$ cat src/sv/ctw_pkg.sv
// ----------------------------------------------------------------------------
// ctw_pkg
// Shared types and constants of the text console character writer.
// ----------------------------------------------------------------------------
package ctw_pkg;

  localparam logic [1:0] MODE_PUT   = 2'd0;
  localparam logic [1:0] MODE_CLEAR = 2'd1;
  localparam logic [1:0] MODE_READ  = 2'd2;

  localparam logic [7:0]  NEWLINE_CODE      = 8'd10;
  localparam logic [15:0] BLANK_CELL        = 16'h0F20;
  localparam logic [15:0] SCROLL_FILL_RESET = 16'd15;

  typedef enum logic [2:0] {
    OP_NOP,
    OP_PUT,
    OP_NEWLINE,
    OP_CLEAR,
    OP_READ
  } op_e;

  typedef struct packed {
    op_e        op;
    logic [7:0] char_code;
    logic [3:0] color;
    logic [4:0] read_row;
    logic [6:0] read_col;
  } cmd_t;

endpackage

$ cat src/sv/ctw_cmd_fifo.sv
// ----------------------------------------------------------------------------
// ctw_cmd_fifo
// Two-entry command queue between the front and the back end.
// ----------------------------------------------------------------------------
module ctw_cmd_fifo (
  input  logic          clk_i,
  input  logic          rst_ni,
  input  logic          push_valid_i,
  output logic          push_ready_o,
  input  ctw_pkg::cmd_t push_cmd_i,
  output logic          pop_valid_o,
  input  logic          pop_ready_i,
  output ctw_pkg::cmd_t pop_cmd_o
);

  ctw_pkg::cmd_t entry_q [2];
  logic          wr_ptr_q, wr_ptr_d;
  logic          rd_ptr_q, rd_ptr_d;
  logic [1:0]    count_q, count_d;
  logic          push, pop;

  assign push_ready_o = (count_q != 2'd2);
  assign pop_valid_o  = (count_q != 2'd0);
  assign pop_cmd_o    = entry_q[rd_ptr_q];
  assign push         = push_valid_i && push_ready_o;
  assign pop          = pop_valid_o && pop_ready_i;

  always_comb begin
    wr_ptr_d = push ? !wr_ptr_q : wr_ptr_q;
    rd_ptr_d = pop ? !rd_ptr_q : rd_ptr_q;
    count_d  = count_q + 2'(push) - 2'(pop);
  end

  always_ff @(posedge clk_i or negedge rst_ni) begin
    if (!rst_ni) begin
      wr_ptr_q <= 1'b0;
      rd_ptr_q <= 1'b0;
      count_q  <= 2'd0;
    end else begin
      wr_ptr_q <= wr_ptr_d;
      rd_ptr_q <= rd_ptr_d;
      count_q  <= count_d;
    end
  end

  always_ff @(posedge clk_i) begin
    if (push) begin
      entry_q[wr_ptr_q] <= push_cmd_i;
    end
  end

endmodule

$ cat config.mk
export PLATFORM = sky130hd
export DESIGN_NAME = ctw_cmd_fifo
export DESIGN_NICKNAME = d
export VERILOG_FILES = /design/src/sv/ctw_pkg.sv /design/src/sv/ctw_cmd_fifo.sv
export SDC_FILE = /design/constraint.sdc
export NUM_CORES = 1
export LEC_CHECK = 0
export BUFFER_PORTS_ARGS = -buffer_cell sky130_fd_sc_hd__buf_2
export CORE_MARGIN = 2
export CORE_UTILIZATION = 46
export DETAILED_ROUTE_END_ITERATION = 10
export PLACE_DENSITY = 0.81
export SLEW_MARGIN = 25
export SYNTH_ARGS = -nofsm -noshare
export SYNTH_HDL_FRONTEND = slang
export SYNTH_SLANG_ARGS = --single-unit
$ cat constraint.sdc
create_clock -name clk_i -period 3.9 [get_ports clk_i]
set_input_delay 0.39 -clock clk_i [delete_from_list [all_inputs] [get_ports clk_i]]
set_output_delay 0.39 -clock clk_i [all_outputs]
set_load 0.1 [all_outputs]
==> flow_metrics.tcl <==
set metrics [dict create \
    status "completed" \
    synth_adder_area_share 0.00574 \
    grt_start_max_net_pins 29 \
    min-delay-start "push_cmd_i[12]" \
    drt-total-wl_mm 3.63 \
    fp.dieW_um 72.8 \
    path_cells "mux2_2, buf_2" \
    numPortBuffers 59 \
    clock-sinks 58 \
    grt-ovfl-total 0 \
    worstPathMaxFanout 28 \
    num-fill-cells 373 \
    timing.rr.end "entry_q[0][22]" \
    detail_route.wl_per_cell_um 15.5 \
    nets 207 \
    hpwlAfterDp_mm 2.40 \
    timing.critical_path.from_type "register" \
    vias_per_cell 4.97 \
    clk_pin_slew_worst_paths_ns 0.06 \
    critical_path.endpoint_type "primary output" \
    cts_root_buf "clkbuf_8" \
    synthesis.area_per_instance_um2 20.6 \
    yosysMostFrequentCell "edfxtp_1" \
    design.die.area_um2 5300 \
    floorplan.initialDensity 0.471 \
    cts_repair_resize_count 0 \
    timing.clock.skew_ns 0.00313 \
    timing.final.crit_share 0.564 \
    synth_compound_gate_area_share 0.0138 \
    number_of_max_slew_violations_in_the_final_report 0 \
    netlist.area_leader.share 0.744 \
    synthesis.area_um2 2180 \
    register_area_um2 1720 \
    synthesized_flop_and_latch_total 58 \
    postCtsSetupRepairBufs 0 \
    post-route-min-period_ns 2.20 \
    grtUsageTotal 0.151 \
    ys_top_cells_by_area "edfxtp_1 (74%), mux2_2 (14%), dfrtp_1 (4.6%)" \
    worstHoldEndpoint "entry_q[1][12]" \
    worstHoldPathType "in -> reg" \
    ys.warnings.count 0 \
    setup_total_negative_slack_ns 0 \
    netlist.top_cell.by_area "edfxtp_1" \
    largest_family_of_logic_cells_by_synthesized_area "multiplexers" \
    htree_num_levels 3 \
    unrepaired_setup_endpoints_after_global_routing "no" \
    worst_ep_arrival_time_ns 1.81 \
    timing.rr.start "count_q[0]" \
    ys_top_cells_by_count "edfxtp_1 (54), mux2_2 (27), dfrtp_1 (4), nor2_1 (3), xnor2_1 (3)" \
    post_synthesis_sequential_area_ratio 0.790 \
    vias 1164 \
    whs_ns 0.254 \
    fp.coreArea_um2 4630 \
    muxShareOfSynthArea 0.139 \
    critical-path-slowest-cell "dfrtp_2" \
    cts_tree "yes" \
    timing.reg2reg.setup_slack_ns 1.99 \
    fmax_mhz 455 \
    setup_violations 0 \
    postSynth.asyncResetShare 0.0690 \
    post_synth_num_cell_types 18 \
    grt_first_pass_wirelength_mm 5.68 \
    worst_setup_path_type "reg -> out" \
    cpPeakStageDelay_ns 0.78 \
    synth_simple_gate_area_frac 0.0299 \
    area_delta_synth_final_pct 25.2 \
    synth_top_flop_cell "edfxtp_1" \
    clk-insertion-delay-late_ns 0.32 \
    remaining_routing_drc_violations 0 \
    crit_required_ns 3.51 \
    num_rows 25 \
    timing.reg2reg.worst_path_depth 4 \
    drive_above_1_share 0.606 \
    synth_enable_flop_cells 54 \
    yosys.area_share.xor_xnor 0.0121 \
    hold_violations 0 \
    worst_pin_slew_ns 0.650 \
    pin_count 60 \
    cts_buffer_depth 2 \
    antenna_found_initial 0 \
    numCtsBuffers 9 \
    synth_nets 138 \
    worst_hold_path.num_cells 1 \
    y_dimension_of_the_die_um 72.8 \
    place_congestion 0.668 \
    grt_pass1_vias 1273 \
    detail_route.iter0.violations 53 \
    syn-instance-count 106 \
    insertedDiodeCount 0 \
    multi_input_area_um2 440 \
    timing.max_cap.violations 0 \
    max_slew_margin 0.567 \
    dr.pass1.iters 4 \
    detail-route-antenna-nets 0 \
]
## cell usage in the layout, fill, tap and decap left out
master and instances:
and2b_2 1, and4bb_1 1, clkinvlp_4 1, dfrtp_1 3, ha_1 1, clkbuf_8 9
buf_2 59, edfxtp_1 54, or2_2 1, dfrtp_2 1, dlygate4sd3_1 1, nand3_1 1
buf_4 1, a311oi_2 1, clkbuf_1 1, bufinv_16 1, o21ba_2 1, nor2_2 1
clkinv_2 4, o21ai_0 1, and3_2 1, xnor2_1 3, nor2_1 2, nand2_1 2
nand2b_1 1, mux2_2 27
## per-layer routing
layer | track usage | routed length [um] | vias up
li1 | - | - | 552
met1 | 0.165 | 1450 | 559
met2 | 0.253 | 1910 | 45
met3 | 0.0456 | 210 | 8
met4 | 0.105 | 57 | 0
met5 | 0 | 0 | -
## logic make-up (layout without fill, tap and decap cells)
logic type                 count (synthesis)  count (layout)
xor gates and xnor gates                   3               3
and+or+nand+nor                           11              11
DFF                                       58              58
adders and majority gates                  1               1
muxes                                     27              27
buffers and inverters                      3              77
AOI/OAI and AO/OA                          3               3
## per-stage QoR
stage	setup WS, ns	instance area, um^2	instances	util
CTS	1.65	2730	234	0.589
detailed placement	1.96	2530	217	0.547
finish	1.70	2730	234	0.589
global route	1.60	2730	234	0.589
global placement	1.67	2530	217	0.547
floorplan	0.870	2180	106	-
## what timing repair did
action | in CTS | in global routing
setup endpoints to repair | 0 | 0
hold endpoints to repair | 4 | 0
hold buffers | 1 | 0
## critical path, delay by kind of cell (launching register included)
kind / cells / cell delay (ns)
mux: 1 / 0.40
flops: 1 / 0.78
buf+inv: 1 / 0.29
## area by class of cell
| type | instances | share of cell area |
|---|---|---|
| Tap cell | 54 | 0.0248 |
| Clock buffer | 10 | 0.0468 |
| Timing Repair Buffer | 61 | 0.115 |
| Sequential cell | 58 | 0.631 |
| Clock inverter | 6 | 0.0211 |
| Multi-Input combinational cell | 45 | 0.161 |
## worst max-delay path by stage
stage               startpoint        endpoint  slack, ns  cells past startpoint
floorplan           count_q[0]   entry_q[0][0]       0.87                      3
global placement      rd_ptr_q   pop_cmd_o[12]       1.67                      2
detailed placement  count_q[0]  entry_q[0][18]       1.96                      4
CTS                   rd_ptr_q   pop_cmd_o[12]       1.65                      2
global route          rd_ptr_q   pop_cmd_o[20]       1.60                      2
finish                rd_ptr_q   pop_cmd_o[21]       1.70                      2
## sequential cells by signal, indices dropped and copies added (netlist names)
| signal | count |
|---|---|
| count_q | 2 |
| entry_q | 54 |
| rd_ptr_q | 1 |
| wr_ptr_q | 1 |
Power is left out: the tool's default activity adds up to more than one toggle a clock period on the data nets, which glitch-free logic cannot reach.
