**config.mk**
```make
export PLATFORM = sky130hd
export DESIGN_NAME = ctw_front_flat
export DESIGN_NICKNAME = d
export VERILOG_FILES = /design/src/sv/ctw_pkg.sv /design/src/sv/ctw_in_if.sv /design/src/sv/ctw_front.sv /design/src/flat_wrapper.sv
export SDC_FILE = /design/constraint.sdc
export NUM_CORES = 1
export LEC_CHECK = 0
export ABC_AREA = 1
export BUFFER_PORTS_ARGS = -buffer_cell sky130_fd_sc_hd__buf_2
export CORE_MARGIN = 4
export CORE_UTILIZATION = 35
export CTS_BUF_LIST = sky130_fd_sc_hd__clkbuf_16
export DETAILED_ROUTE_END_ITERATION = 8
export PLACE_DENSITY = 0.66
export SYNTH_ARGS = -nofsm -noshare
export SYNTH_HDL_FRONTEND = slang
export SYNTH_SLANG_ARGS = --single-unit
```
**constraint.sdc**
```tcl
create_clock -name clk_i -period 2.6 [get_ports clk_i]
set_clock_uncertainty 0.1 [all_clocks]
set_input_delay 0.39 -clock clk_i [delete_from_list [all_inputs] [get_ports clk_i]]
set_output_delay 0.39 -clock clk_i [all_outputs]
set_load 0.01 [all_outputs]
```
**src/sv/ctw_pkg.sv**
```systemverilog
// ----------------------------------------------------------------------------
// ctw_pkg
// Shared types and constants of the text console character writer.
// ----------------------------------------------------------------------------
package ctw_pkg;

  localparam logic [1:0] MODE_PUT   = 2'd0;
  localparam logic [1:0] MODE_CLEAR = 2'd1;
  localparam logic [1:0] MODE_READ  = 2'd2;

  localparam logic [7:0]  NEWLINE_CODE      = 8'd10;
  localparam logic [15:0] BLANK_CELL        = 16'h0F20;
  localparam logic [15:0] SCROLL_FILL_RESET = 16'd15;

  typedef enum logic [2:0] {
    OP_NOP,
    OP_PUT,
    OP_NEWLINE,
    OP_CLEAR,
    OP_READ
  } op_e;

  typedef struct packed {
    op_e        op;
    logic [7:0] char_code;
    logic [3:0] color;
    logic [4:0] read_row;
    logic [6:0] read_col;
  } cmd_t;

endpackage

```
**src/sv/ctw_in_if.sv**
```systemverilog
// ----------------------------------------------------------------------------
// ctw_in_if
// Input channel: one command word per handshake.
// ----------------------------------------------------------------------------
interface ctw_in_if;
  logic       valid;
  logic       ready;
  logic [1:0] mode;
  logic [7:0] char_code;
  logic [3:0] color;
  logic [4:0] read_row;
  logic [6:0] read_col;

  modport source (output valid, mode, char_code, color, read_row, read_col, input ready);
  modport sink   (input valid, mode, char_code, color, read_row, read_col, output ready);
endinterface

```
**src/sv/ctw_front.sv**
```systemverilog
// ----------------------------------------------------------------------------
// ctw_front
// Accepts input words and classifies them into commands for the back end.
// ----------------------------------------------------------------------------
module ctw_front #(
  parameter int COLS = 80,
  parameter int ROWS = 25
) (
  input  logic           clk_i,
  input  logic           rst_ni,
  ctw_in_if.sink         in_i,
  output logic           push_valid_o,
  input  logic           push_ready_i,
  output ctw_pkg::cmd_t  push_cmd_o
);

  logic          valid_q, valid_d;
  ctw_pkg::cmd_t cmd_q, cmd_d;
  ctw_pkg::op_e  op;

  assign in_i.ready   = !valid_q || push_ready_i;
  assign push_valid_o = valid_q;
  assign push_cmd_o   = cmd_q;

  always_comb begin
    case (in_i.mode)
      ctw_pkg::MODE_PUT: begin
        op = (in_i.char_code == ctw_pkg::NEWLINE_CODE) ? ctw_pkg::OP_NEWLINE
                                                       : ctw_pkg::OP_PUT;
      end
      ctw_pkg::MODE_CLEAR: begin
        op = ctw_pkg::OP_CLEAR;
      end
      ctw_pkg::MODE_READ: begin
        // out-of-range reads behave as no-ops
        op = (int'(in_i.read_row) < ROWS && int'(in_i.read_col) < COLS)
             ? ctw_pkg::OP_READ : ctw_pkg::OP_NOP;
      end
      default: begin
        op = ctw_pkg::OP_NOP;
      end
    endcase
  end

  always_comb begin
    valid_d = valid_q;
    cmd_d   = cmd_q;
    if (in_i.valid && in_i.ready) begin
      valid_d         = 1'b1;
      cmd_d.op        = op;
      cmd_d.char_code = in_i.char_code;
      cmd_d.color     = in_i.color;
      cmd_d.read_row  = in_i.read_row;
      cmd_d.read_col  = in_i.read_col;
    end else if (push_ready_i) begin
      valid_d = 1'b0;
    end
  end

  always_ff @(posedge clk_i or negedge rst_ni) begin
    if (!rst_ni) begin
      valid_q <= 1'b0;
    end else begin
      valid_q <= valid_d;
    end
  end

  always_ff @(posedge clk_i) begin
    cmd_q <= cmd_d;
  end

endmodule

```
**src/flat_wrapper.sv**
```systemverilog
// flat-port wrapper written by rule: the top's interface ports become plain ports
module ctw_front_flat 
#(
  parameter int COLS = 80,
  parameter int ROWS = 25
)
  (clk_i, rst_ni, push_valid_o, push_ready_i, push_cmd_o, in_i_valid, in_i_mode, in_i_char_code, in_i_color, in_i_read_row, in_i_read_col, in_i_ready);
  ctw_in_if in_i_i ();
  input  logic clk_i;
  input  logic rst_ni;
  output logic push_valid_o;
  input  logic push_ready_i;
  output ctw_pkg::cmd_t push_cmd_o;
  input wire logic [$bits(in_i_i.valid)-1:0] in_i_valid;
  input wire logic [$bits(in_i_i.mode)-1:0] in_i_mode;
  input wire logic [$bits(in_i_i.char_code)-1:0] in_i_char_code;
  input wire logic [$bits(in_i_i.color)-1:0] in_i_color;
  input wire logic [$bits(in_i_i.read_row)-1:0] in_i_read_row;
  input wire logic [$bits(in_i_i.read_col)-1:0] in_i_read_col;
  output wire logic [$bits(in_i_i.ready)-1:0] in_i_ready;
  assign in_i_i.valid = in_i_valid;
  assign in_i_i.mode = in_i_mode;
  assign in_i_i.char_code = in_i_char_code;
  assign in_i_i.color = in_i_color;
  assign in_i_i.read_row = in_i_read_row;
  assign in_i_i.read_col = in_i_read_col;
  assign in_i_ready = in_i_i.ready;
  ctw_front #(.COLS(COLS), .ROWS(ROWS)) u_core (.clk_i(clk_i), .rst_ni(rst_ni), .in_i(in_i_i), .push_valid_o(push_valid_o), .push_ready_i(push_ready_i), .push_cmd_o(push_cmd_o));
endmodule
```
==> metrics.md <==
| Metric | Value |
|---|---|
| Global-route usage over all layers | 11.66% |
| Site Rows | 18 |
| N_diodes | 0 |
| Multiplexer share of the synthesized area | 0% |
| Area grow syn2layout | 47.14% |
| Pwr Density | 754.0 nW/µm² |
| Crit share post-route | 53.21% |
| Synth cell types | 10 |
| Relative slew slack | 77.58% |
| Simple-gate share of the synthesized area | 8.701% |
| Seq/Total Area, Yosys | 86.75% |
| Non-filler instance count after layout | 154 |
| Drt total wl | 2109 µm |
| Worst Hold Class | in2reg |
| CP max FO | 3 |
| Commonest non-fill, non-tap cell in the layout | buf_2 |
| Reg2Reg Setup Slack | 1.28 ns |
| First-pass GRT wire length | 3049 µm |
| Antenna violations before repair | 0 |
| Setup TNS | 0 ns |
| Starting DRC count in detailed routing | 12 |
| LEAKAGE | 0.6518 nW |
| Synthesized area | 963.4 µm² |
| Combinational family with the most area after synthesis | simple AND/OR/NAND/NOR gates |
| Vias in the first global route | 666 |
| Mapped Cells | 60 |
| Bufs on Longest Clock Path | 2 |
| Synth Area in Adders | 0% |
| Clock net sink count | 28 |
| Fill cell count | 217 |
| Chip Width | 60.47 µm |
| Slew Viols, Final | 0 |
| Worst-Skew Late Latency | 0.26 ns |
| Yosys warns | 0 |
| DP Area | 1303 µm² |
| Syn avg cell area | 16.06 µm² |
| Routed len/inst | 13.69 µm |
| CP startpoint | u_core.push_valid_o |
| I/O pin count | 59 |
| FF+latch count, synth | 28 |
| Placed instance count | 149 |
| Outcome | finished, final reports clean |
| DRC | 0 |
| Beginning of the worst hold path | in_i_color[3] |
| Detailed Routing Iterations Pass 1 | 4 |
| HPWL Detailed | 1623 µm |
| CP startpoint kind | flop |
| Crit. End Element | output pin |
| Critical path class | reg2out |
| Slowest CP cell | dfrtp_1 |
| Worst Tran Pin Value | 0.3363 ns |
| Clock buffers created by TritonCTS | 3 |
| Compound-gate portion of the synthesized area | 1.039% |
| Fmax achieved | 0.7229 GHz |
| RR Startpoint | u_core.push_valid_o |
| R2R cell count | 2 |
| Critical Path Sink | in_i_ready |
| Initial Utilization | 37.86% |
| Fin. Hold Viols | 0 |
| Reg2reg end | u_core.push_cmd_o[25] |
| IR drop worst, VDD | 0.6779 mV |
| Placeable core area | 2545 µm² |
| Final setup fails | 0 |
| Clock Pin Slew Worst Setup and Hold Paths | 0.07 ns |
| Synthesized net count | 90 |
| Tmin final | 1.383 ns |
| Largest net degree at the start of global routing | 28 |
| Post-CTS Setup Bufs | 0 |
| Routed Antenna Nets | 0 |
| CTS root buf | clkbuf_16 |
| RSZ-0062 raised after global routing | false |
| Final Wtd Congestion | 0.6996 |
| TritonCTS clock tree | built |
| Die height | 60.47 µm |
| Worst EP required | 2.11 ns |
| Vias per cell | 4.487 |
| Commonest cells after routing, fill and taps aside | buf_2, edfxtp_1, nand2_1, inv_1, nor2_1 |
| Delay of the slowest critical-path stage | 0.41 ns |
| Nets | 155 |
| Fin util | 55.70% |
| Layout cell share with drive strength beyond 1 | 52.42% |
| Worst Path Arrival | 0.89 ns |
| Port bufs | 58 |
| Die Footprint | 3656 µm² |
| Cells along the critical path | nand2_1, buf_2 |
| Post-Synth XOR/XNOR Area | 0% |
| Routed vias | 691 |
| Design area | 1418 µm² |
| GRT Residual Overflow | 0 |
| Htree depth | 1 |
| Max-cap viol count | 0 |
-- worst min path at each step --
stage / endpoint / slack [ns] / depth (start not counted)
6_report: u_core.push_cmd_o[15] / 0.20 / 1
5_1_grt: u_core.push_cmd_o[15] / 0.19 / 1
4_1_cts: u_core.push_cmd_o[15] / 0.20 / 1
3_5_place_dp: u_core.push_valid_o / 0.07 / 1
3_3_place_gp: u_core.push_valid_o / 0.06 / 1
2_1_floorplan: u_core.push_valid_o / -0.006 / 0
-- registers in the layout (all words and copies together) (netlist names) --
signal / count
u_core.push_valid_o: 1
u_core.push_cmd_o: 27
-- cell families after synthesis --
| group | Yosys count |
|---|---|
| AOI/OAI and AO/OA | 2 |
| buffers and inverters | 9 |
| DFF | 28 |
| and+or+nand+nor | 21 |
-- what timing repair did --
action | CTS | global route
hold endpoints to repair | 1 | 0
gates resized for setup | 0 | 0
hold buffers | 1 | 0
-- stage by stage --
stage,power (mW),setup WS (ns),hold slack (ns)
after floorplan,0.5749,0.2800,-0.005591
after global placement,0.6253,1.227,0.06463
after detailed placement,0.6305,1.176,0.06849
after CTS,1.078,1.213,0.1953
after global routing,1.105,1.181,0.1912
final,1.069,1.217,0.1982
-- layer usage --
metal	track usage (%)	routed length [µm]	share of wire (%)
met1	12.65	754	36
met2	21.30	1113	53
met3	5.319	241	11
met4	1.858	0	0
met5	0	0	0
-- report_power, final --
group	internal, mW	switching (mW)	leakage (nW)
clock	0.306	0.143	0.0511
combinational	0.0386	0.0504	0.332
sequential	0.525	0.00622	0.269
total	0.870	0.199	0.652
-- Yosys cell counts --
cell	number	area, µm²
nor2_1	5	18.77
edfxtp_1	27	810.8
dfrtp_1	1	25.02
nand3_1	1	5.000
inv_1	9	33.78
o21ai_0	1	5.000
nand2_1	13	48.80
nor2_2	1	6.260
a21oi_1	1	5.000
nor3_1	1	5.000
-- area by class of cell --
type / instances / area, µm² / area share [%]
flip-flops and latches: 28 / 835.8 / 58.96
inverters: 9 / 33.78 / 2.383
repair buffers: 60 / 307.8 / 21.71
multi-input cells: 23 / 97.59 / 6.884
clock buffers: 3 / 75.07 / 5.296
well taps: 30 / 37.54 / 2.648
clock inverters: 1 / 30.03 / 2.118
-- critical path, delay by kind of cell, from the launching register on --
kind	cells	cell delay [ns]
DFF	1	0.41
buffers and inverters	1	0.13
and+or+nand+nor	1	0.09
Power figures use the tool's default switching activity.
